===== config.mk =====
export PLATFORM = sky130hd
export DESIGN_NAME = circuit_breaker_guard
export DESIGN_NICKNAME = d
export VERILOG_FILES = /design/src/cbg_pkg.sv /design/src/cbg_cfg_regs.sv /design/src/cbg_in_reg.sv /design/src/cbg_eval.sv /design/src/circuit_breaker_guard.sv
export SDC_FILE = /design/constraint.sdc
export NUM_CORES = 1
export LEC_CHECK = 0
export BUFFER_PORTS_ARGS = -buffer_cell sky130_fd_sc_hd__buf_4
export CAP_MARGIN = 10
export CORE_ASPECT_RATIO = 1.5
export CORE_MARGIN = 4
export CORE_UTILIZATION = 56
export CTS_CLUSTER_DIAMETER = 40
export DETAILED_ROUTE_END_ITERATION = 6
export MAX_ROUTING_LAYER = met4
export PLACE_DENSITY_LB_ADDON = 0.05
export REMOVE_ABC_BUFFERS = 1
export SYNTH_ARGS = -nofsm -noshare
export SYNTH_HDL_FRONTEND = slang
export SYNTH_SLANG_ARGS = --single-unit

===== constraint.sdc =====
create_clock -name clk -period 12.6 [get_ports clk]
set_clock_uncertainty 0.15 [all_clocks]
set_input_delay 0.63 -clock clk [delete_from_list [all_inputs] [get_ports clk]]
set_output_delay 0.63 -clock clk [all_outputs]
set_load 0.01 [all_outputs]

===== src/cbg_pkg.sv =====
// Shared types, constants and a helper function for the circuit breaker guard.
`default_nettype none

package cbg_pkg;

  // Counter and time stamp widths of the internal state.
  localparam int COUNT_WIDTH = 32;
  localparam int TIME_WIDTH  = 32;

  // Field widths of the item ports.
  localparam int FIELD_WIDTH     = 32;
  localparam int THRESH_WIDTH    = 16;
  localparam int RETRY_WIDTH     = 32;
  localparam int CFG_INDEX_WIDTH = 8;
  localparam int CFG_DATA_WIDTH  = 32;

  // Compare widths wide enough for both operands.
  localparam int CMP_T_WIDTH = (TIME_WIDTH > RETRY_WIDTH) ? TIME_WIDTH : RETRY_WIDTH;
  localparam int CMP_C_WIDTH = (COUNT_WIDTH > THRESH_WIDTH) ? COUNT_WIDTH : THRESH_WIDTH;

  // Breaker mode codes.
  localparam logic [1:0] MODE_CLOSED = 2'd0;
  localparam logic [1:0] MODE_OPEN   = 2'd1;
  localparam logic [1:0] MODE_HALF   = 2'd2;

  // Verdict codes.
  localparam logic [1:0] VERDICT_OK     = 2'd0;
  localparam logic [1:0] VERDICT_FAIL   = 2'd1;
  localparam logic [1:0] VERDICT_REJECT = 2'd2;

  // Configuration register indexes.
  localparam logic [CFG_INDEX_WIDTH-1:0] CFG_IDX_THRESHOLD = 8'd0;
  localparam logic [CFG_INDEX_WIDTH-1:0] CFG_IDX_RETRY     = 8'd1;

  // Configuration reset values.
  localparam logic [THRESH_WIDTH-1:0] THRESHOLD_RESET = 16'd3;
  localparam logic [RETRY_WIDTH-1:0]  RETRY_RESET     = 32'd1000;

  // One request item.
  typedef struct packed {
    logic [FIELD_WIDTH-1:0] now_ms;
    logic                   call_ok;
  } in_item_t;

  // One result item.
  typedef struct packed {
    logic [1:0]             verdict;
    logic [1:0]             mode_after;
    logic [FIELD_WIDTH-1:0] consecutive_failures;
    logic [FIELD_WIDTH-1:0] request_total;
    logic [FIELD_WIDTH-1:0] success_total;
    logic [FIELD_WIDTH-1:0] failure_total;
    logic [FIELD_WIDTH-1:0] trip_total;
  } out_item_t;

  // Configuration register contents.
  typedef struct packed {
    logic [THRESH_WIDTH-1:0] fail_limit;
    logic [RETRY_WIDTH-1:0]  retry_time_ms;
  } cfg_regs_t;

  // Staged request handed from the input register to the evaluation stage.
  typedef struct packed {
    logic     valid;
    in_item_t item;
  } stage_t;

  // Saturating increment of a counter.
  function automatic logic [COUNT_WIDTH-1:0] sat_inc(input logic [COUNT_WIDTH-1:0] v);
    return (&v) ? v : v + COUNT_WIDTH'(1);
  endfunction

endpackage

`default_nettype wire


===== src/cbg_cfg_regs.sv =====
// Configuration registers of the circuit breaker guard.
`default_nettype none

module cbg_cfg_regs (
  input  wire logic                                clk,
  input  wire logic                                rst_n,
  input  wire logic                                cfg_valid,
  output logic                                     cfg_ready,
  input  wire logic [cbg_pkg::CFG_INDEX_WIDTH-1:0] cfg_index,
  input  wire logic [cbg_pkg::CFG_DATA_WIDTH-1:0]  cfg_data,
  output cbg_pkg::cfg_regs_t                       cfg_regs
);

  cbg_pkg::cfg_regs_t regs_r;

  // Writes are always taken; an unknown index is ignored.
  assign cfg_ready = 1'b1;
  assign cfg_regs  = regs_r;

  always_ff @(posedge clk) begin
    if (!rst_n) begin
      regs_r.fail_limit    <= cbg_pkg::THRESHOLD_RESET;
      regs_r.retry_time_ms <= cbg_pkg::RETRY_RESET;
    end else if (cfg_valid) begin
      case (cfg_index)
        cbg_pkg::CFG_IDX_THRESHOLD: begin
          regs_r.fail_limit <= cfg_data[cbg_pkg::THRESH_WIDTH-1:0];
        end
        cbg_pkg::CFG_IDX_RETRY: begin
          regs_r.retry_time_ms <= cfg_data[cbg_pkg::RETRY_WIDTH-1:0];
        end
        default: begin
        end
      endcase
    end
  end

endmodule

`default_nettype wire


===== src/cbg_in_reg.sv =====
// Input register stage that captures one request item.
`default_nettype none

module cbg_in_reg (
  input  wire logic              clk,
  input  wire logic              rst_n,
  input  wire logic              in_valid,
  output logic                   in_ready,
  input  wire cbg_pkg::in_item_t in_item,
  input  wire logic              advance,
  output cbg_pkg::stage_t        stage
);

  logic              stg_valid_r;
  cbg_pkg::in_item_t stg_item_r;

  // The register frees up when empty or when its item moves on this cycle.
  assign in_ready    = !stg_valid_r || advance;
  assign stage.valid = stg_valid_r;
  assign stage.item  = stg_item_r;

  always_ff @(posedge clk) begin
    if (!rst_n) begin
      stg_valid_r <= 1'b0;
    end else if (in_valid && in_ready) begin
      stg_valid_r <= 1'b1;
    end else if (advance) begin
      stg_valid_r <= 1'b0;
    end
  end

  // Payload capture, no reset needed.
  always_ff @(posedge clk) begin
    if (in_valid && in_ready) begin
      stg_item_r <= in_item;
    end
  end

endmodule

`default_nettype wire


===== src/cbg_eval.sv =====
// Breaker state, per-request update logic and the result register.
`default_nettype none

module cbg_eval (
  input  wire logic               clk,
  input  wire logic               rst_n,
  input  wire cbg_pkg::cfg_regs_t cfg_regs,
  input  wire cbg_pkg::stage_t    stage,
  output logic                    advance,
  output logic                    out_valid,
  input  wire logic               out_ready,
  output cbg_pkg::out_item_t      out_item
);

  localparam int CW  = cbg_pkg::COUNT_WIDTH;
  localparam int TW  = cbg_pkg::TIME_WIDTH;
  localparam int CTW = cbg_pkg::CMP_T_WIDTH;
  localparam int CCW = cbg_pkg::CMP_C_WIDTH;
  localparam int FW  = cbg_pkg::FIELD_WIDTH;

  logic [1:0]    mode_r,      mode_nxt;
  logic [CW-1:0] streak_r,    streak_nxt;
  logic [TW-1:0] last_fail_r, last_fail_nxt;
  logic [CW-1:0] req_r,       req_nxt;
  logic [CW-1:0] succ_r,      succ_nxt;
  logic [CW-1:0] fail_r,      fail_nxt;
  logic [CW-1:0] trip_r,      trip_nxt;
  logic [1:0]    verdict;

  logic               out_valid_r;
  cbg_pkg::out_item_t out_item_r;

  logic          fire;
  logic [TW-1:0] now;
  logic [TW-1:0] elapsed;
  logic          retry_due;
  logic [CW-1:0] streak_inc;
  logic          over_thresh;

  // The stage moves when the result register is empty or being emptied.
  assign advance   = !out_valid_r || out_ready;
  assign fire      = stage.valid && advance;
  assign out_valid = out_valid_r;
  assign out_item  = out_item_r;

  // Time since the last failure, wrapping, and the threshold check.
  assign now         = TW'(stage.item.now_ms);
  assign elapsed     = now - last_fail_r;
  assign retry_due   = CTW'(elapsed) >= CTW'(cfg_regs.retry_time_ms);
  assign streak_inc  = cbg_pkg::sat_inc(streak_r);
  assign over_thresh = CCW'(streak_inc) > CCW'(cfg_regs.fail_limit);

  // Next state of the breaker for the staged request.
  always_comb begin
    mode_nxt      = mode_r;
    streak_nxt    = streak_r;
    last_fail_nxt = last_fail_r;
    req_nxt       = cbg_pkg::sat_inc(req_r);
    succ_nxt      = succ_r;
    fail_nxt      = fail_r;
    trip_nxt      = trip_r;
    verdict       = cbg_pkg::VERDICT_OK;
    case (mode_r)
      cbg_pkg::MODE_OPEN: begin
        // Rejected; once the retry time has passed the breaker moves to half open, as this result shows.
        fail_nxt = cbg_pkg::sat_inc(fail_r);
        trip_nxt = cbg_pkg::sat_inc(trip_r);
        verdict  = cbg_pkg::VERDICT_REJECT;
        if (retry_due) begin
          mode_nxt = cbg_pkg::MODE_HALF;
        end
      end
      cbg_pkg::MODE_HALF: begin
        if (stage.item.call_ok) begin
          streak_nxt = '0;
          succ_nxt   = cbg_pkg::sat_inc(succ_r);
          mode_nxt   = cbg_pkg::MODE_CLOSED;
          verdict    = cbg_pkg::VERDICT_OK;
        end else begin
          last_fail_nxt = now;
          streak_nxt    = streak_inc;
          fail_nxt      = cbg_pkg::sat_inc(fail_r);
          trip_nxt      = cbg_pkg::sat_inc(trip_r);
          mode_nxt      = cbg_pkg::MODE_OPEN;
          verdict       = cbg_pkg::VERDICT_FAIL;
        end
      end
      default: begin
        // Closed, and the unused code that behaves as closed.
        mode_nxt = cbg_pkg::MODE_CLOSED;
        if (stage.item.call_ok) begin
          streak_nxt = '0;
          succ_nxt   = cbg_pkg::sat_inc(succ_r);
          verdict    = cbg_pkg::VERDICT_OK;
        end else begin
          last_fail_nxt = now;
          streak_nxt    = streak_inc;
          fail_nxt      = cbg_pkg::sat_inc(fail_r);
          verdict       = cbg_pkg::VERDICT_FAIL;
          if (over_thresh) begin
            trip_nxt = cbg_pkg::sat_inc(trip_r);
            mode_nxt = cbg_pkg::MODE_OPEN;
          end
        end
      end
    endcase
  end

  // State registers update once per evaluated request.
  always_ff @(posedge clk) begin
    if (!rst_n) begin
      mode_r      <= cbg_pkg::MODE_CLOSED;
      streak_r    <= '0;
      last_fail_r <= '0;
      req_r       <= '0;
      succ_r      <= '0;
      fail_r      <= '0;
      trip_r      <= '0;
    end else if (fire) begin
      mode_r      <= mode_nxt;
      streak_r    <= streak_nxt;
      last_fail_r <= last_fail_nxt;
      req_r       <= req_nxt;
      succ_r      <= succ_nxt;
      fail_r      <= fail_nxt;
      trip_r      <= trip_nxt;
    end
  end

  // Result register valid flag.
  always_ff @(posedge clk) begin
    if (!rst_n) begin
      out_valid_r <= 1'b0;
    end else if (fire) begin
      out_valid_r <= 1'b1;
    end else if (out_ready) begin
      out_valid_r <= 1'b0;
    end
  end

  // Result payload, taken from the updated state.
  always_ff @(posedge clk) begin
    if (fire) begin
      out_item_r.verdict              <= verdict;
      out_item_r.mode_after           <= mode_nxt;
      out_item_r.consecutive_failures <= FW'(streak_nxt);
      out_item_r.request_total        <= FW'(req_nxt);
      out_item_r.success_total        <= FW'(succ_nxt);
      out_item_r.failure_total        <= FW'(fail_nxt);
      out_item_r.trip_total           <= FW'(trip_nxt);
    end
  end

endmodule

`default_nettype wire


===== src/circuit_breaker_guard.sv =====
// Top level of the circuit breaker guard.
//
//   Channel  Direction  Handshake              Payload
//   in_      input      in_valid / in_ready    in_item (now_ms, call_ok)
//   out_     output     out_valid / out_ready  out_item (verdict, mode, counters)
//   cfg_     input      cfg_valid / cfg_ready  cfg_index, cfg_data
//
// Each request passes from acceptance through the input register, then
// through the update logic into the result register. Without a result stall,
// one request per cycle is sustained, each seeing the state the last one left.
// Reset is synchronous and active low; it clears state and loads the default
// configuration. A stalled result register holds its item while the input
// register still takes one more request.
`default_nettype none

module circuit_breaker_guard (
  input  wire logic                                clk,
  input  wire logic                                rst_n,
  input  wire logic                                in_valid,
  output logic                                     in_ready,
  input  wire cbg_pkg::in_item_t                   in_item,
  output logic                                     out_valid,
  input  wire logic                                out_ready,
  output cbg_pkg::out_item_t                       out_item,
  input  wire logic                                cfg_valid,
  output logic                                     cfg_ready,
  input  wire logic [cbg_pkg::CFG_INDEX_WIDTH-1:0] cfg_index,
  input  wire logic [cbg_pkg::CFG_DATA_WIDTH-1:0]  cfg_data
);

  cbg_pkg::cfg_regs_t cfg_regs;
  cbg_pkg::stage_t    stage;
  logic               advance;

  // Configuration registers.
  cbg_cfg_regs u_cfg (
    .clk       (clk),
    .rst_n     (rst_n),
    .cfg_valid (cfg_valid),
    .cfg_ready (cfg_ready),
    .cfg_index (cfg_index),
    .cfg_data  (cfg_data),
    .cfg_regs  (cfg_regs)
  );

  // Input register.
  cbg_in_reg u_in (
    .clk      (clk),
    .rst_n    (rst_n),
    .in_valid (in_valid),
    .in_ready (in_ready),
    .in_item  (in_item),
    .advance  (advance),
    .stage    (stage)
  );

  // Breaker update and result register.
  cbg_eval u_eval (
    .clk       (clk),
    .rst_n     (rst_n),
    .cfg_regs  (cfg_regs),
    .stage     (stage),
    .advance   (advance),
    .out_valid (out_valid),
    .out_ready (out_ready),
    .out_item  (out_item)
  );

endmodule

`default_nettype wire


==> run summary, run 1 <==
Status = completed
Final net count = 2,767
Largest net degree at the start of global routing = 119
DRT iter0 DRCs = 1,251
CTS root buf = clkbuf_16
TritonRoute pass-1 iters = 5
Post-route ant nets = 0
DRC viols = 0
Die Y = 254 µm
DR WL/cell = 17.8 µm
Pwr per Cell Area = 125 nW/µm²
Input/output buffers = 243
I/O pins = 245
Most frequent cells after synthesis = 321 x nand2_1, 244 x dfxtp_1, 215 x nor2_1
Cells after synthesis = 2,427
Gr usage total = 25.5%
Worst-margin pin slew = 1340 ps
Layout cells sized above 1 = 13.9%
Cell Chain, Critical Path = and4_1 > and3_1 > nand4_1 > nand4_1 > nor2_1 > nand4_1 > xnor2_1 > ha_1 > nand4_1 > nor3_1 > o31ai_1 > a22o_1 > and4b_1 > a31o_2 > o21ai_1 > o221ai_1
Share of Yosys cell area claimed by the top area cell type = 26.1%
CTS tree = done
Sequential area share after synthesis = 47.7%
Most common cell in the netlist = nand2_1
Clock Latency Late Sink = 570 ps
Max_cap viols = 0
Reg clk slew, reported paths = 60 ps
Layout area overhead = 15.8%
Diodes inserted = 0
CTS Sinks = 441
Arrival @ worst endpoint = 6290 ps
CP endpoint kind = register
Hold buffers post-CTS = 0
Max_slew headroom = 10.1%
DP Wirelength = 38,700 µm
Setup-failing EPs final = 0
WP data required = 12,850 ps
Total gr overflow = 0
Unrepaired setup endpoints after global routing = false
Largest fanout on the critical path = 38
Core Rows = 89
Final Hold Fails = 0
Flops & latches, synth = 441
Top cells by area, synth = edfxtp_1 26%, dfxtp_1 22%, nand2_1 5.3%, ha_1 4.8%, xnor2_1 4.5%
Syn. warnings = 0
Worst path slowest cell = o21ai_1
Metal3 WL = 3100 µm
GPL Wtd Cong = 0.972
Fin crit share = 47.9%
Die ar. = 43,800 µm²
Syn Std Cell Area = 22,600 µm²
Synth area leader = edfxtp_1
Max Freq = 166 MHz
Final min period = 6040 ps
Maximum clock insertion buffer count = 3
Met1 wire length = 21,900 µm
CP max stage delay = 970 ps
CTS H-tree lvls = 2
Initial antenna violation count = 0
Pleak = 9.64 nW
Min-delay worst type = input port to register
Post-Synthesis Mean Instance Area = 9.32 µm²
WL met2 = 28,400 µm
Setup crit start kind = register
Vias/cell = 5.84
Slew Viols, Final = 0
Core box area = 39,600 µm²
Setup CP Type = register to register
Fin area = 26,200 µm²
Max Used Layer = met4
Post-synth EDFFs = 197
Initial Utilization = 57.1%
CTS Buf Count = 47
Postcts setup bufs = 0
Setup TNS = 0 ps
Post-CTS resize count = 0
Final Routed Wirelength = 55,900 µm
Synth Flop Type = dfxtp_1
Most frequent CP cell = nand4_1
DR vias = 18.3k
Die X = 172 µm
Global-route wire length before repair = 88,700 µm
Synth async-reset ratio = 0%
Vias in the first global route = 17.9k
Synth cell types = 87
Peak supply drop = 0.111 mV
Placed Area = 24,700 µm²
path summary, 6_finish.rpt:
| kind | from | endpoint | slack (ps) | depth (start not counted) |
|---|---|---|---|---|
| worst min register to register | u_eval.last_fail_r[18]$_SDFFE_PN0P_ | u_eval.last_fail_r[18]$_SDFFE_PN0P_ | 300 | 2 |
| worst min-delay path | in_item[9] | u_in.stage[9]$_DFFE_PP_ | 90 | 1 |
| worst max register to register | u_eval.streak_r[26]$_SDFFE_PN0P_ | u_eval.trip_r[11]$_SDFFE_PN0P_ | 6560 | 16 |
| worst max-delay path | u_eval.streak_r[26]$_SDFFE_PN0P_ | u_eval.trip_r[11]$_SDFFE_PN0P_ | 6560 | 16 |
area by class of cell:
class / instances / area (µm²)
Fill cell: 3300 / 13400
Timing Repair Buffer: 259 / 1940
Clock buffer: 62 / 1250
Clock inverter: 26 / 278
Multi-Input combinational cell: 1736 / 10900
Sequential cell: 441 / 10800
Inverter: 117 / 452
Tap cell: 500 / 626
routing by layer:
layer | GRT usage [%] | vias to the layer above
met3 | 3.41 | 145
met2 | 44.4 | 579
met1 | 29.3 | 8630
li1 | - | 8975
met5 | - | -
met4 | 11.4 | 0
registers in the layout, indices dropped and copies added (netlist names):
register / cells
u_eval.succ_r: 32
u_in.stg_valid_r: 1
u_eval.fail_r: 32
u_eval.mode_r: 2
u_eval.trip_r: 32
u_eval.out_item: 164
u_cfg.cfg_regs: 48
u_in.stage: 33
u_eval.streak_r: 32
u_eval.out_valid: 1
u_eval.last_fail_r: 32
u_eval.req_r: 32
worst max-delay path, delay by kind of cell, from the launching register on:
| family | cells | cell delay, ps |
|---|---|---|
| XOR/XNOR | 1 | 110 |
| AO/OA/AOI/OAI | 5 | 2080 |
| AND/OR/NAND/NOR | 9 | 2650 |
| adder cells (fa/ha/maj) | 1 | 330 |
| flip-flops | 1 | 530 |
cell usage in the layout, fill, tap and decap left out, drive strengths merged, types with 11 or more instances in the layout:
| cell | synthesis | layout |
|---|---|---|
| a211oi | 12 | 12 |
| xnor2 | 117 | 117 |
| nand2 | 321 | 321 |
| xor2 | 103 | 103 |
| a21o | 21 | 21 |
| mux2i | 17 | 17 |
| or2 | 11 | 11 |
| and3 | 46 | 46 |
| a21oi | 155 | 155 |
| o31ai | 34 | 34 |
| nor4 | 13 | 13 |
| ha | 86 | 86 |
| and4 | 27 | 27 |
| o21ai | 95 | 95 |
| buf | 35 | 259 |
| and2 | 25 | 25 |
| nand3 | 104 | 104 |
| inv | 116 | 123 |
| nand4 | 71 | 71 |
| o21a | 12 | 12 |
| clkinv | 1 | 14 |
| o211ai | 22 | 22 |
| a22o | 12 | 12 |
| edfxtp | 197 | 197 |
| a31oi | 13 | 13 |
| nand2b | 19 | 19 |
| nor2 | 215 | 215 |
| or3 | 28 | 28 |
| clkbuf | 98 | 62 |
| nor3 | 39 | 39 |
| dfxtp | 244 | 244 |
cells by family (layout without fill, tap and decap cells):
| kind of cell | Yosys count | count (layout) | share of synthesized area (%) |
|---|---|---|---|
| simple gates | 945 | 945 | 20.4 |
| buf+inv | 250 | 464 | 4.44 |
| fa+ha+maj | 87 | 87 | 4.84 |
| compound gates | 463 | 463 | 13.2 |
| flops | 441 | 441 | 47.7 |
| mux | 20 | 20 | 0.901 |
| other cells | 1 | 1 | 0.0166 |
| xor+xnor | 220 | 220 | 8.51 |
power breakdown:
group | switching, mW | internal (mW) | total (mW)
sequential | 0.0227 | 1.54 | 1.56
combinational | 0.210 | 0.131 | 0.341
clock | 0.579 | 0.792 | 1.37
metrics by stage:
stage | std cells | utilization, % | hold WS [ps] | power (mW) | setup WS, ps
after CTS | 3141 | 66.1 | 70.2 | 3.30 | 6690
after floorplan | 2294 | - | 286 | 1.79 | 1950
after global routing | 3141 | 66.1 | 72.2 | 3.40 | 6130
after global placement | 3053 | 62.2 | 292 | 1.92 | 6850
after detailed placement | 3053 | 62.2 | 297 | 1.93 | 6740
final | 3141 | 66.1 | 92.4 | 3.27 | 6560
Note: power is estimated with default switching activity, not from simulation.
==> run 2, diff against run 1 <==
- CORE_UTILIZATION: 56 -> 54
- clock period: 12.6 -> 5.02 ns (I/O delays scaled with it)
==> run summary, run 2 (same netlist as run 1, synthesis figures left out) <==
Status = completed (unchanged)
Worst-margin pin slew = 1090 ps (was 1340 ps)
CP endpoint kind = register (unchanged)
Most common cell after layout, fill and taps aside = nand2_1 (unchanged)
GRT busiest layer = met2 (unchanged)
Global-route wire length before repair = 92,200 µm (was 88,700 µm)
Min-delay worst type = input port to register (unchanged)
CTS root buf = clkbuf_16 (unchanged)
Largest net degree at the start of global routing = 82 (was 119)
Final net count = 2,883 (was 2,767)
CP top delay family = compound AO/OA/AOI/OAI gates (was simple AND/OR/NAND/NOR gates)
Die ar. = 45,300 µm² (was 43,800 µm²)
Vias/cell = 5.65 (was 5.84)
Largest fanout on the critical path = 4 (was 38)
Placed Area = 25,000 µm² (was 24,700 µm²)
WP data required = 5350 ps (was 12,850 ps)
Gr usage total = 25.2% (was 25.5%)
Max Freq = 211 MHz (was 166 MHz)
Max reg flops = 164 (unchanged)
Slew Viols, Final = 0 (unchanged)
CTS tree = done (unchanged)
Maximum clock insertion buffer count = 3 (unchanged)
Core box area = 41,300 µm² (was 39,600 µm²)
Arrival @ worst endpoint = 5080 ps (was 6290 ps)
Peak supply drop = 0.304 mV (was 0.111 mV)
Initial antenna violation count = 0 (unchanged)
Final Hold Fails = 0 (unchanged)
Input/output buffers = 243 (unchanged)
Final setup margin = 271 ps (was 6560 ps)
M1 GR Usage = 27.8% (was 29.3%)
Initial Utilization = 54.8% (was 57.1%)
CTS Sinks = 441 (unchanged)
DP Wirelength = 39,600 µm (was 38,700 µm)
Die Y = 259 µm (was 254 µm)
Diodes inserted = 0 (unchanged)
Final min period = 4750 ps (was 6040 ps)
Setup-failing EPs final = 0 (unchanged)
Pleak = 10.2 nW (was 9.64 nW)
Vias in the first global route = 18.4k (was 17.9k)
Dpl cells = 3,147 (was 3,053)
Reg clk slew, reported paths = 60 ps (about the same)
Final Routed Wirelength = 57,500 µm (was 55,900 µm)
Fin area = 27,500 µm² (was 26,200 µm²)
DR WL/cell = 17.3 µm (was 17.8 µm)
Cell Chain, Critical Path = ha_1 > nor2b_1 > o31a_1 > o21ai_0 > o21ai_0 > a22o_1 > a41o_1 > o31a_1 > a31oi_1 > xnor2_1 > ha_1 > a21o_1 > a21o_1 > a21oi_1 > o21ai_0 > a21oi_2 > a41oi_2 > o31ai_1 (was and4_1 > and3_1 > nand4_1 > nand4_1 > nor2_1 > nand4_1 > xnor2_1 > ha_1 > nand4_1 > nor3_1 > o31ai_1 > a22o_1 > and4b_1 > a31o_2 > o21ai_1 > o221ai_1)
I/O pins = 245 (unchanged)
Setup CP Type = register to register (unchanged)
GPL Wtd Cong = 0.889 (was 0.972)
Fin crit share = 94.6% (was 47.9%)
Max_slew headroom = 27.2% (was 10.1%)
Max_cap viols = 0 (unchanged)
Fillers = 3,460 (was 3,300)
Total gr overflow = 0 (unchanged)
TritonRoute pass-1 iters = 5 (unchanged)
Worst path slowest cell = edfxtp_1 (was o21ai_1)
Most frequent CP cell = o21ai_0 (was nand4_1)
Setup WS pre-CTS = -126 ps (was 6740 ps)
CTS H-tree lvls = 2 (unchanged)
Met3 Track Usage GR = 3.21% (was 3.41%)
DRT iter0 DRCs = 1,113 (was 1,251)
GR met2 Demand/Resource = 46.3% (was 44.4%)
Post-route ant nets = 0 (unchanged)
Setup crit start kind = register (unchanged)
CP max stage delay = 450 ps (was 970 ps)
DR vias = 18.7k (was 18.3k)
Non-filler cells, final = 3,314 (was 3,141)
Clock Latency Late Sink = 560 ps (was 570 ps)
Core Rows = 91 (was 89)
Die X = 175 µm (was 172 µm)
Layout cells sized above 1 = 15.5% (was 13.9%)
CTS Buf Count = 48 (was 47)
Layout area overhead = 21.7% (was 15.8%)
WP buf/inv = 0 (unchanged)
DRC viols = 0 (unchanged)
Setup TNS = 0 ps (unchanged)
Pwr per Cell Area = 308 nW/µm² (was 125 nW/µm²)
Finished Core Util = 66.6% (was 66.1%)
Most frequent cells in the layout = 321 x nand2_1, 295 x buf_4, 244 x dfxtp_1 (was 321 x nand2_1, 259 x buf_4, 244 x dfxtp_1)
==> run 2: cell count changes in the layout (fill, tap and decap cells not counted), moves of 2 or more <==
| cell | before | now |
|---|---|---|
| o21ai_2 | 1 | 3 |
| clkinv_1 | 4 | 0 |
| dlygate4sd3_1 | 0 | 77 |
| clkbuf_16 | 47 | 52 |
| clkbuf_1 | 13 | 5 |
| clkinvlp_4 | 2 | 4 |
| clkinv_4 | 3 | 5 |
| buf_4 | 259 | 295 |
==> run 2: stage by stage <==
step | total power, mW | hold WS (ps)
floorplan | 4.49 | 163
global placement | 4.85 | 279
detailed placement | 4.86 | 280
CTS | 8.56 | 2.60
global route | 8.82 | 29.7
finish | 8.49 | 28.9
==> run 2: worst paths after layout <==
check / from / to / slack, ps / cells past startpoint
max reg2reg: u_in.stage[2]$_DFFE_PP_ / u_eval.mode_r[0]$_SDFFE_PN0P_ / 270 / 18
min reg2reg: u_eval.last_fail_r[18]$_SDFFE_PN0P_ / u_eval.last_fail_r[18]$_SDFFE_PN0P_ / 310 / 2
max: u_in.stage[2]$_DFFE_PP_ / u_eval.mode_r[0]$_SDFFE_PN0P_ / 270 / 18
min: cfg_index[0] / u_cfg.cfg_regs[22]$_SDFFE_PN0P_ / 30 / 4
==> run 2: power by group <==
part | leakage (nW) | internal [mW] | total, mW | switching, mW
Sequential | 3.77 | 3.85 | 3.91 | 0.0546
Clock | 0.810 | 2.15 | 3.65 | 1.50
Combinational | 5.63 | 0.385 | 0.935 | 0.550
Total | 10.2 | 6.39 | 8.49 | 2.10
==> run 2: what timing repair did <==
action | 4_1_cts | 5_1_grt
resized for setup | 2 | 12
hold buffers | 77 | 0
buffers inserted | 0 | 2
pin swaps | 0 | 6
cloned | 0 | 0
setup endpoints to repair | 3 | 41
endpoints found under the hold margin | 83 | 0
==> run 2: worst register-to-register path: stages, from the launching register on <==
cell      delay, ps
edfxtp_1        450
ha_1            310
nor2b_1         150
o31a_1          290
o21ai_0         310
o21ai_0         240
a22o_1          320
a41o_1          300
o31a_1          340
a31oi_1         220
xnor2_1         140
ha_1            250
a21o_1          190
a21o_1          180
a21oi_1         130
o21ai_0         110
a21oi_2         200
a41oi_2         160
o31ai_1         220
==> run 2: layer usage <==
metal / vias to the layer above / wire length, µm
met4: 0 / 2130
met3: 128 / 2430
met2: 460 / 30500
met5: - / 0
li1: 9206 / -
met1: 8917 / 22400
==> run 2: area by class of cell <==
class,count,area (µm²),area share (%)
repair buffers,374,3020,11.0
well taps,558,698,2.54
clock inverters,29,310,1.13
flip-flops and latches,441,10800,39.2
inverters,117,452,1.64
multi-input cells,1736,10900,39.6
clock buffers,59,1350,4.89
